--- src/sfpf_pkg.sv ---
`default_nettype none
// ----------------------------------------------------------------------------
// sfpf_pkg
// Shared types and constants of the sync frame parser with Fletcher-8 check.
// ----------------------------------------------------------------------------
package sfpf_pkg;

  localparam int MAX_PAYLOAD_BYTES_DEF = 62;

  localparam logic [7:0]  SYNC_FIRST  = 8'hAA;
  localparam logic [7:0]  SYNC_SECOND = 8'hCA;
  localparam logic [15:0] ERR_MAX     = 16'hFFFF;

  localparam logic STATUS_WORD = 1'b0;
  localparam logic STATUS_ERR  = 1'b1;

  // controller -> datapath
  typedef struct packed {
    logic hdr;   // header byte taken
    logic id;    // id byte taken
    logic pay;   // payload byte taken
    logic cka;   // check byte A taken
    logic err;   // check byte B taken, sums differ
    logic rd;    // read next payload word
    logic ld;    // load read word into output register
  } sfpf_cmd_t;

  // datapath -> controller
  typedef struct packed {
    logic sync1;     // input byte is first sync
    logic sync2;     // input byte is second sync
    logic hdr_ok;    // header length usable
    logic pay_done;  // this payload byte is the last one
    logic sum_ok;    // both sums match
    logic rd_last;   // word in flight is the last of the frame
    logic out_free;  // output register can load this cycle
  } sfpf_sts_t;

endpackage
`default_nettype wire

--- src/sfpf_ctrl.sv ---
`default_nettype none
// ----------------------------------------------------------------------------
// sfpf_ctrl
// Frame state machine: sync hunt, header, id, payload, check bytes, drain.
// ----------------------------------------------------------------------------
module sfpf_ctrl
  import sfpf_pkg::*;
(
  input  wire logic      clk,
  input  wire logic      rst_n,
  input  wire logic      in_valid,
  output logic           in_stall,
  input  wire sfpf_sts_t sts,
  output sfpf_cmd_t      cmd
);

  localparam logic [3:0] ST_HUNT1 = 4'd0;
  localparam logic [3:0] ST_HUNT2 = 4'd1;
  localparam logic [3:0] ST_HDR   = 4'd2;
  localparam logic [3:0] ST_ID    = 4'd3;
  localparam logic [3:0] ST_PAY   = 4'd4;
  localparam logic [3:0] ST_CKA   = 4'd5;
  localparam logic [3:0] ST_CKB   = 4'd6;
  localparam logic [3:0] ST_DRD   = 4'd7;
  localparam logic [3:0] ST_DLD   = 4'd8;

  logic [3:0] state_r;
  logic [3:0] state_nxt;
  logic       take_ok;
  logic       acc;

  always_comb begin
    case (state_r)
      ST_HUNT1, ST_HUNT2, ST_HDR, ST_ID, ST_PAY, ST_CKA: take_ok = 1'b1;
      ST_CKB:  take_ok = sts.out_free;
      default: take_ok = 1'b0;
    endcase
  end

  assign in_stall = !take_ok;
  assign acc      = in_valid && take_ok;

  always_comb begin
    state_nxt = state_r;
    cmd       = '0;
    case (state_r)
      ST_HUNT1: begin
        if (acc && sts.sync1) state_nxt = ST_HUNT2;
      end
      ST_HUNT2: begin
        if (acc) state_nxt = sts.sync2 ? ST_HDR : ST_HUNT1;
      end
      ST_HDR: begin
        if (acc) begin
          cmd.hdr   = 1'b1;
          state_nxt = sts.hdr_ok ? ST_ID : ST_HUNT1;
        end
      end
      ST_ID: begin
        if (acc) begin
          cmd.id    = 1'b1;
          state_nxt = ST_PAY;
        end
      end
      ST_PAY: begin
        if (acc) begin
          cmd.pay = 1'b1;
          if (sts.pay_done) state_nxt = ST_CKA;
        end
      end
      ST_CKA: begin
        if (acc) begin
          cmd.cka   = 1'b1;
          state_nxt = ST_CKB;
        end
      end
      ST_CKB: begin
        if (acc) begin
          cmd.err   = !sts.sum_ok;
          state_nxt = sts.sum_ok ? ST_DRD : ST_HUNT1;
        end
      end
      ST_DRD: begin
        if (sts.out_free) begin
          cmd.rd    = 1'b1;
          state_nxt = ST_DLD;
        end
      end
      ST_DLD: begin
        cmd.ld    = 1'b1;
        state_nxt = sts.rd_last ? ST_HUNT1 : ST_DRD;
      end
      default: begin
        state_nxt = ST_HUNT1;
      end
    endcase
  end

  always_ff @(posedge clk) begin
    if (!rst_n) begin
      state_r <= ST_HUNT1;
    end else begin
      state_r <= state_nxt;
    end
  end

endmodule
`default_nettype wire

--- src/sfpf_dpath.sv ---
`default_nettype none
// ----------------------------------------------------------------------------
// sfpf_dpath
// Fletcher sums, frame fields, payload word store, mismatch counter and
// output register.
// ----------------------------------------------------------------------------
module sfpf_dpath
  import sfpf_pkg::*;
#(
  parameter int MAX_PAYLOAD_BYTES = MAX_PAYLOAD_BYTES_DEF
) (
  input  wire logic        clk,
  input  wire logic        rst_n,
  input  wire logic [7:0]  in_rx_byte,
  input  wire sfpf_cmd_t   cmd,
  output sfpf_sts_t        sts,
  output logic             out_valid,
  input  wire logic        out_stall,
  output logic             out_status,
  output logic [9:0]       out_address,
  output logic [4:0]       out_word_index,
  output logic [15:0]      out_word,
  output logic             out_last,
  output logic [15:0]      out_error_total
);

  localparam int NWORDS = MAX_PAYLOAD_BYTES / 2;
  localparam int WAW    = (NWORDS > 1) ? $clog2(NWORDS) : 1;
  localparam int BW     = $clog2(MAX_PAYLOAD_BYTES + 1);
  localparam logic [5:0] MAX_LEN = 6'(MAX_PAYLOAD_BYTES);

  logic [7:0]    sum_a_r;
  logic [7:0]    sum_b_r;
  logic [7:0]    sum_a_nxt;
  logic [7:0]    rx_sum_a_r;
  logic [4:0]    wc_r;
  logic [9:0]    addr_r;
  logic [BW-1:0] bytes_seen_r;
  logic [7:0]    hi_r;
  logic [4:0]    idx_r;
  logic [15:0]   rdata_r;
  logic [15:0]   err_cnt_r;
  logic [15:0]   err_cnt_nxt;
  logic          out_valid_r;
  logic          status_r;
  logic [9:0]    address_r;
  logic [4:0]    word_index_r;
  logic [15:0]   word_r;
  logic          last_r;
  logic [15:0]   error_total_r;
  logic [4:0]    hdr_wc;
  logic [15:0]   mem [NWORDS];

  assign hdr_wc      = in_rx_byte[6:2];
  assign sum_a_nxt   = sum_a_r + in_rx_byte;
  assign err_cnt_nxt = (err_cnt_r == ERR_MAX) ? err_cnt_r : err_cnt_r + 16'd1;

  assign sts.sync1    = (in_rx_byte == SYNC_FIRST);
  assign sts.sync2    = (in_rx_byte == SYNC_SECOND);
  assign sts.hdr_ok   = (hdr_wc != 5'd0) && ({hdr_wc, 1'b0} <= MAX_LEN);
  assign sts.pay_done = (6'(bytes_seen_r) + 6'd1) >= {wc_r, 1'b0};
  assign sts.sum_ok   = (sum_a_r == rx_sum_a_r) && (sum_b_r == in_rx_byte);
  assign sts.rd_last  = ((idx_r + 5'd1) == wc_r);
  assign sts.out_free = !out_valid_r || !out_stall;

  always_ff @(posedge clk) begin
    if (!rst_n) begin
      sum_a_r      <= '0;
      sum_b_r      <= '0;
      rx_sum_a_r   <= '0;
      wc_r         <= '0;
      addr_r       <= '0;
      bytes_seen_r <= '0;
      idx_r        <= '0;
      err_cnt_r    <= '0;
      out_valid_r  <= 1'b0;
    end else begin
      if (cmd.hdr) begin
        sum_a_r      <= in_rx_byte;
        sum_b_r      <= in_rx_byte;
        wc_r         <= hdr_wc;
        addr_r       <= {in_rx_byte[1:0], 8'h00};
        bytes_seen_r <= '0;
        idx_r        <= '0;
      end
      if (cmd.id) begin
        sum_a_r     <= sum_a_nxt;
        sum_b_r     <= sum_b_r + sum_a_nxt;
        addr_r[7:0] <= in_rx_byte;
      end
      if (cmd.pay) begin
        sum_a_r      <= sum_a_nxt;
        sum_b_r      <= sum_b_r + sum_a_nxt;
        bytes_seen_r <= bytes_seen_r + BW'(1);
      end
      if (cmd.cka) rx_sum_a_r <= in_rx_byte;
      if (cmd.err) err_cnt_r <= err_cnt_nxt;
      if (cmd.ld) idx_r <= idx_r + 5'd1;
      if (cmd.err || cmd.ld) begin
        out_valid_r <= 1'b1;
      end else if (!out_stall) begin
        out_valid_r <= 1'b0;
      end
    end
  end

  // payload store, one big-endian word per entry
  always_ff @(posedge clk) begin
    if (cmd.pay && !bytes_seen_r[0]) hi_r <= in_rx_byte;
    if (cmd.pay && bytes_seen_r[0]) mem[bytes_seen_r[WAW:1]] <= {hi_r, in_rx_byte};
    if (cmd.rd) rdata_r <= mem[idx_r[WAW-1:0]];
  end

  always_ff @(posedge clk) begin
    if (cmd.err) begin
      status_r      <= STATUS_ERR;
      word_index_r  <= '0;
      word_r        <= '0;
      last_r        <= 1'b1;
      error_total_r <= err_cnt_nxt;
    end else if (cmd.ld) begin
      status_r      <= STATUS_WORD;
      word_index_r  <= idx_r;
      word_r        <= rdata_r;
      last_r        <= sts.rd_last;
      error_total_r <= err_cnt_r;
    end
  end

  always_ff @(posedge clk) begin
    if (cmd.err || cmd.ld) address_r <= addr_r;
  end

  assign out_valid       = out_valid_r;
  assign out_status      = status_r;
  assign out_address     = address_r;
  assign out_word_index  = word_index_r;
  assign out_word        = word_r;
  assign out_last        = last_r;
  assign out_error_total = error_total_r;

endmodule
`default_nettype wire

--- src/sync_frame_parser_fletcher8_unit.sv ---
`default_nettype none
// ----------------------------------------------------------------------------
// sync_frame_parser_fletcher8_unit
// Byte-serial frame parser: sync 0xAA 0xCA, header, id, payload, Fletcher-8
// check bytes. Emits payload words on a match, one error word on a mismatch.
// ----------------------------------------------------------------------------
//  channel | direction | handshake           | word
//  in_     | input     | in_valid / in_stall | in_rx_byte
//  out_    | output    | out_valid/out_stall | status, address, word_index,
//          |           |                     | word, last, error_total
//
// One received byte per cycle while a frame is being parsed; the second check
// byte waits for a free output register. After a matching second check byte
// the input stalls while the payload drains word by word (store read, then
// output register load), longer while out_stall holds the output register.
// A mismatch result needs a free output register when the check byte is taken.
// Reset is synchronous, active low; the payload store needs no clearing.
// ----------------------------------------------------------------------------
module sync_frame_parser_fletcher8_unit
  import sfpf_pkg::*;
#(
  parameter int MAX_PAYLOAD_BYTES = MAX_PAYLOAD_BYTES_DEF
) (
  input  wire logic        clk,
  input  wire logic        rst_n,
  input  wire logic        in_valid,
  output logic             in_stall,
  input  wire logic [7:0]  in_rx_byte,
  output logic             out_valid,
  input  wire logic        out_stall,
  output logic             out_status,
  output logic [9:0]       out_address,
  output logic [4:0]       out_word_index,
  output logic [15:0]      out_word,
  output logic             out_last,
  output logic [15:0]      out_error_total
);

  sfpf_cmd_t cmd;
  sfpf_sts_t sts;

  sfpf_ctrl u_ctrl (
    .clk      (clk),
    .rst_n    (rst_n),
    .in_valid (in_valid),
    .in_stall (in_stall),
    .sts      (sts),
    .cmd      (cmd)
  );

  sfpf_dpath #(
    .MAX_PAYLOAD_BYTES (MAX_PAYLOAD_BYTES)
  ) u_dpath (
    .clk             (clk),
    .rst_n           (rst_n),
    .in_rx_byte      (in_rx_byte),
    .cmd             (cmd),
    .sts             (sts),
    .out_valid       (out_valid),
    .out_stall       (out_stall),
    .out_status      (out_status),
    .out_address     (out_address),
    .out_word_index  (out_word_index),
    .out_word        (out_word),
    .out_last        (out_last),
    .out_error_total (out_error_total)
  );

endmodule
`default_nettype wire

--- config.mk ---
export PLATFORM = sky130hd
export DESIGN_NAME = sync_frame_parser_fletcher8_unit
export DESIGN_NICKNAME = d
export VERILOG_FILES = /design/src/sfpf_pkg.sv /design/src/sfpf_ctrl.sv /design/src/sfpf_dpath.sv /design/src/sync_frame_parser_fletcher8_unit.sv
export SDC_FILE = /design/constraint.sdc
export NUM_CORES = 1
export LEC_CHECK = 0
export ABC_AREA = 1
export BUFFER_PORTS_ARGS = -buffer_cell sky130_fd_sc_hd__buf_4
export CAP_MARGIN = 20
export CORE_MARGIN = 4
export CORE_UTILIZATION = 50
export DETAILED_ROUTE_END_ITERATION = 7
export HOLD_SLACK_MARGIN = 0.1
export PLACE_DENSITY = 0.64
export SLEW_MARGIN = 40
export SYNTH_ARGS = -nofsm -noshare
export SYNTH_HDL_FRONTEND = slang
export SYNTH_SLANG_ARGS = --single-unit
export TNS_END_PERCENT = 10
--- constraint.sdc ---
create_clock -name clk -period 3.6 [get_ports clk]
set_input_delay 0.36 -clock clk [delete_from_list [all_inputs] [get_ports clk]]
set_output_delay 0.36 -clock clk [all_outputs]
set_load 0.05 [all_outputs]
==> flow_summary.toml <==
[outcome]
outcome = "finished clean"

[sta]
max_freq_mhz = 375
whs_ns = 0.164
hold_violations = 0
slew_viol_final = 0
tightestPinTransition_ns = 0.812
fin_crit_ns = 2.67
post-route-period-util = 0.741
rsz_0062_raised_after_global_routing = "false"
final.setup.tns_ns = 0
setup_viol = 0
clock-skew-final_ns = 0.0224
maxSlewHeadroom = 0.459

[route]
post_drt_wl_per_cell_um = 22.4
route.antenna.remaining_nets = 0
dr.pass1.iters = 6
drt-total-wl_mm = 69.1
via_count = 18000
first_iter_violations = 1926
drc = 0
detail_route.vias_per_cell = 5.85

[worst_setup_path]
worst_r2r_startpoint = "u_dpath.bytes_seen_r[0]"
worst_path_most_repeated_cell = "sky130_fd_sc_hd__nand3_1"
critPathCaptureType = "register"
crit_path_max_fanout = 5
critical_path_buf_inv_count = 2
arrival_ns = 3.13
critical_path_class = "register to register"
cp-startpoint = "u_dpath.bytes_seen_r[0]"
cp_cell_sequence = "inv_1, nor3_1, nand3_1, xor2_1, ha_1, a21oi_1, o21a_1, nand3_1, nand2_1, nand2_1, nand3_1, inv_1, o21ai_0, nor2_1"
timing.critical_path.slowest_cell_delay_ns = 0.42
critical-path-top-delay-family = "simple AND/OR/NAND/NOR gates"
critPathRequiredTime_ns = 4.06
timing.critical_path.slowest_stage_cell = "sky130_fd_sc_hd__dfxtp_1"
startpoint_type = "register"

[clocking]
ctsRootBufferMaster = "sky130_fd_sc_hd__clkbuf_16"
cts.htree.levels = 3
clock_path_buffers = 3
cts_made_buffers = 68
post_cts_resize_count = 0
cts.clk_slew.worst_paths_ns = 0.06
tritoncts = "yes"
clock-sinks = 640
insertion_delay_ns = 0.59

[flow_run]
timing.max_cap.violations = 0

[logic_synthesis]
synth_largest_area_cell = "sky130_fd_sc_hd__edfxtp_1"
syn-num-nets = 2298
synthArstFlopShare = 0
post_synth.cell_area_avg_um2 = 11.6
yosysWarnings = 0
synthCells = 2261
synth_top_area_frac = 0.625
ys_types = 46
synthFlopType = "sky130_fd_sc_hd__edfxtp_1"
synth_enable_flop_cells = 546
ys_seq_elements = 640
netlist_area_um2 = 26300
seq_area_frac_synth = 0.696
synth_top_cells_by_area = "sky130_fd_sc_hd__edfxtp_1 (62%), sky130_fd_sc_hd__dfxtp_1 (7.2%), sky130_fd_sc_hd__nand2_1 (5.3%)"

[place]
detailedPlacementHpwl_mm = 41.6
placement.io_buffers = 62
post_dp_cell_area_um2 = 27800
routabilityCongestion = 0.864
post-place-cells = 2960

[worst_hold_path]
worst_hold_path_type = "input pin to register"
hold_path_startpoint = "out_stall"

[die]
total_i_o_pin_count = 63
die_area_um2 = 56200
die-width_um = 237
floorplan.initialDensity = 0.509
die_h_um = 237
placementRows = 83
placeableCoreArea_um2 = 51600

[finish]
num_antenna_cells = 0
layout_commonest_cell = "sky130_fd_sc_hd__edfxtp_1"
layout.cells.non_filler = 3083
finalInstanceArea_um2 = 30000
areaGrowthSynthToFinish_pct = 14.3
drive_above_1_share = 0.119
fin_util = 0.581
mostFrequentLayoutCells = "sky130_fd_sc_hd__edfxtp_1 (546), sky130_fd_sc_hd__nand2_1 (368), sky130_fd_sc_hd__nor2_1 (252)"
layout.nets = 2388

[global_route]
grt_first_pass_wirelength_mm = 104
vias_in_the_first_global_route = 17400
antenna_found_initial = 1
grt_max_degree = 87
globalRouteTotalUtil = 0.241
gr-total-overflow = 0

[pwr]
switching_power_mw = 3.82
total_power_density_per_cell_area_nw_per_um2 = 549
intPower_mw = 12.7
pwr-share-clk = 0.408
sequentialPowerShare = 0.510
ir_drop_mv = 0.327
leakage_power_nw = 10.5
p_sw_frac = 0.232
combinationalPowerShare = 0.082
## stage by stage
step / setup slack (ns) / total power, mW
after floorplan: 0.996 / 9.41
after global placement: 0.734 / 9.84
after detailed placement: 0.777 / 9.90
after CTS: 0.945 / 16.6
after global routing: 0.589 / 17.0
final: 0.932 / 16.5
## routing by layer
metal / vias to the layer above / GRT usage / wire (um)
met5: - / 0 / 0
met4: 0 / 0.0816 / 1890
met3: 108 / 0.0374 / 5240
met2: 690 / 0.387 / 32700
met1: 8935 / 0.341 / 29400
li1: 8312 / - / -
## final timing paths
path,to,slack [ns],cells past startpoint
setup / recovery,u_ctrl.state_r[2],0.93,14
setup reg to reg,u_ctrl.state_r[2],0.93,14
hold reg to reg,u_dpath.out_address[4],0.42,0
hold / removal,u_ctrl.state_r[3],0.16,4
## Yosys cell counts, drive strengths merged, types with 2 or more instances
master,n
o221ai,62
o22a,9
buf,32
o211ai,12
o31ai,8
clkbuf,92
nor2,261
nor3,21
xor2,28
o21ai,254
a31oi,14
o22ai,25
nand3b,2
fa,2
nand3,108
edfxtp,546
o21a,3
ha,23
a21oi,166
dfxtp,94
clkinv,2
nand2,370
inv,106
nand4,9
xnor2,7
## state kept, by name (all words and copies together), names as in the netlist, 4 cells and up
| name | count |
|---|---|
| u_dpath.err_cnt_r | 16 |
| u_dpath.out_word | 16 |
| u_dpath.hi_r | 8 |
| u_dpath.mem | 496 |
| u_dpath.rdata_r | 16 |
| u_dpath.idx_r | 5 |
| u_dpath.sum_b_r | 8 |
| u_dpath.out_address | 10 |
| u_dpath.out_word_index | 5 |
| u_ctrl.state_r | 4 |
| u_dpath.out_error_total | 16 |
| u_dpath.sum_a_r | 8 |
| u_dpath.wc_r | 5 |
| u_dpath.addr_r | 10 |
| u_dpath.bytes_seen_r | 6 |
| u_dpath.rx_sum_a_r | 8 |
## cells by family (layout without fill, tap and decap cells)
family	Yosys count	after routing	share of synthesized area
and+or+nand+nor	773	773	0.122
DFF	640	640	0.696
AOI/OAI and AO/OA	556	556	0.123
buffers and inverters	232	374	0.0349
xor gates and xnor gates	35	35	0.0117
adders and majority gates	25	25	0.0125
## power groups by stage
stage          sequential, mW  clock [mW]  combinational [mW]
2_1_floorplan            8.81           0               0.598
3_3_place_gp             8.62           0                1.22
3_5_place_dp             8.56           0                1.35
4_1_cts                  8.40        6.82                1.36
5_1_grt                  8.42        7.12                1.48
6_report                 8.40        6.72                1.36
## worst reg2reg max path, stage by stage (launching register included)
cell	delay (ns)
sky130_fd_sc_hd__dfxtp_1	0.42
sky130_fd_sc_hd__inv_1	0.12
sky130_fd_sc_hd__nor3_1	0.36
sky130_fd_sc_hd__nand3_1	0.14
sky130_fd_sc_hd__xor2_1	0.22
sky130_fd_sc_hd__ha_1	0.28
sky130_fd_sc_hd__a21oi_1	0.15
sky130_fd_sc_hd__o21a_1	0.13
sky130_fd_sc_hd__nand3_1	0.12
sky130_fd_sc_hd__nand2_1	0.09
sky130_fd_sc_hd__nand2_1	0.06
sky130_fd_sc_hd__nand3_1	0.16
sky130_fd_sc_hd__inv_1	0.09
sky130_fd_sc_hd__o21ai_0	0.16
sky130_fd_sc_hd__nor2_1	0.06
## timing repair
item,in CTS,in global routing
endpoints found under the hold margin,3,0
hold buffers,1,0
buffers inserted,0,0
## cell type report
cell class                      count  area [um^2]
Fill cell                        4187        21600
Sequential cell                   640        18300
Multi-Input combinational cell   1389         7070
Clock buffer                       96         1910
Timing Repair Buffer              144         1230
Tap cell                          680          851
Inverter                          108          412
Clock inverter                     26          244
(Power assumes the default switching activity.)
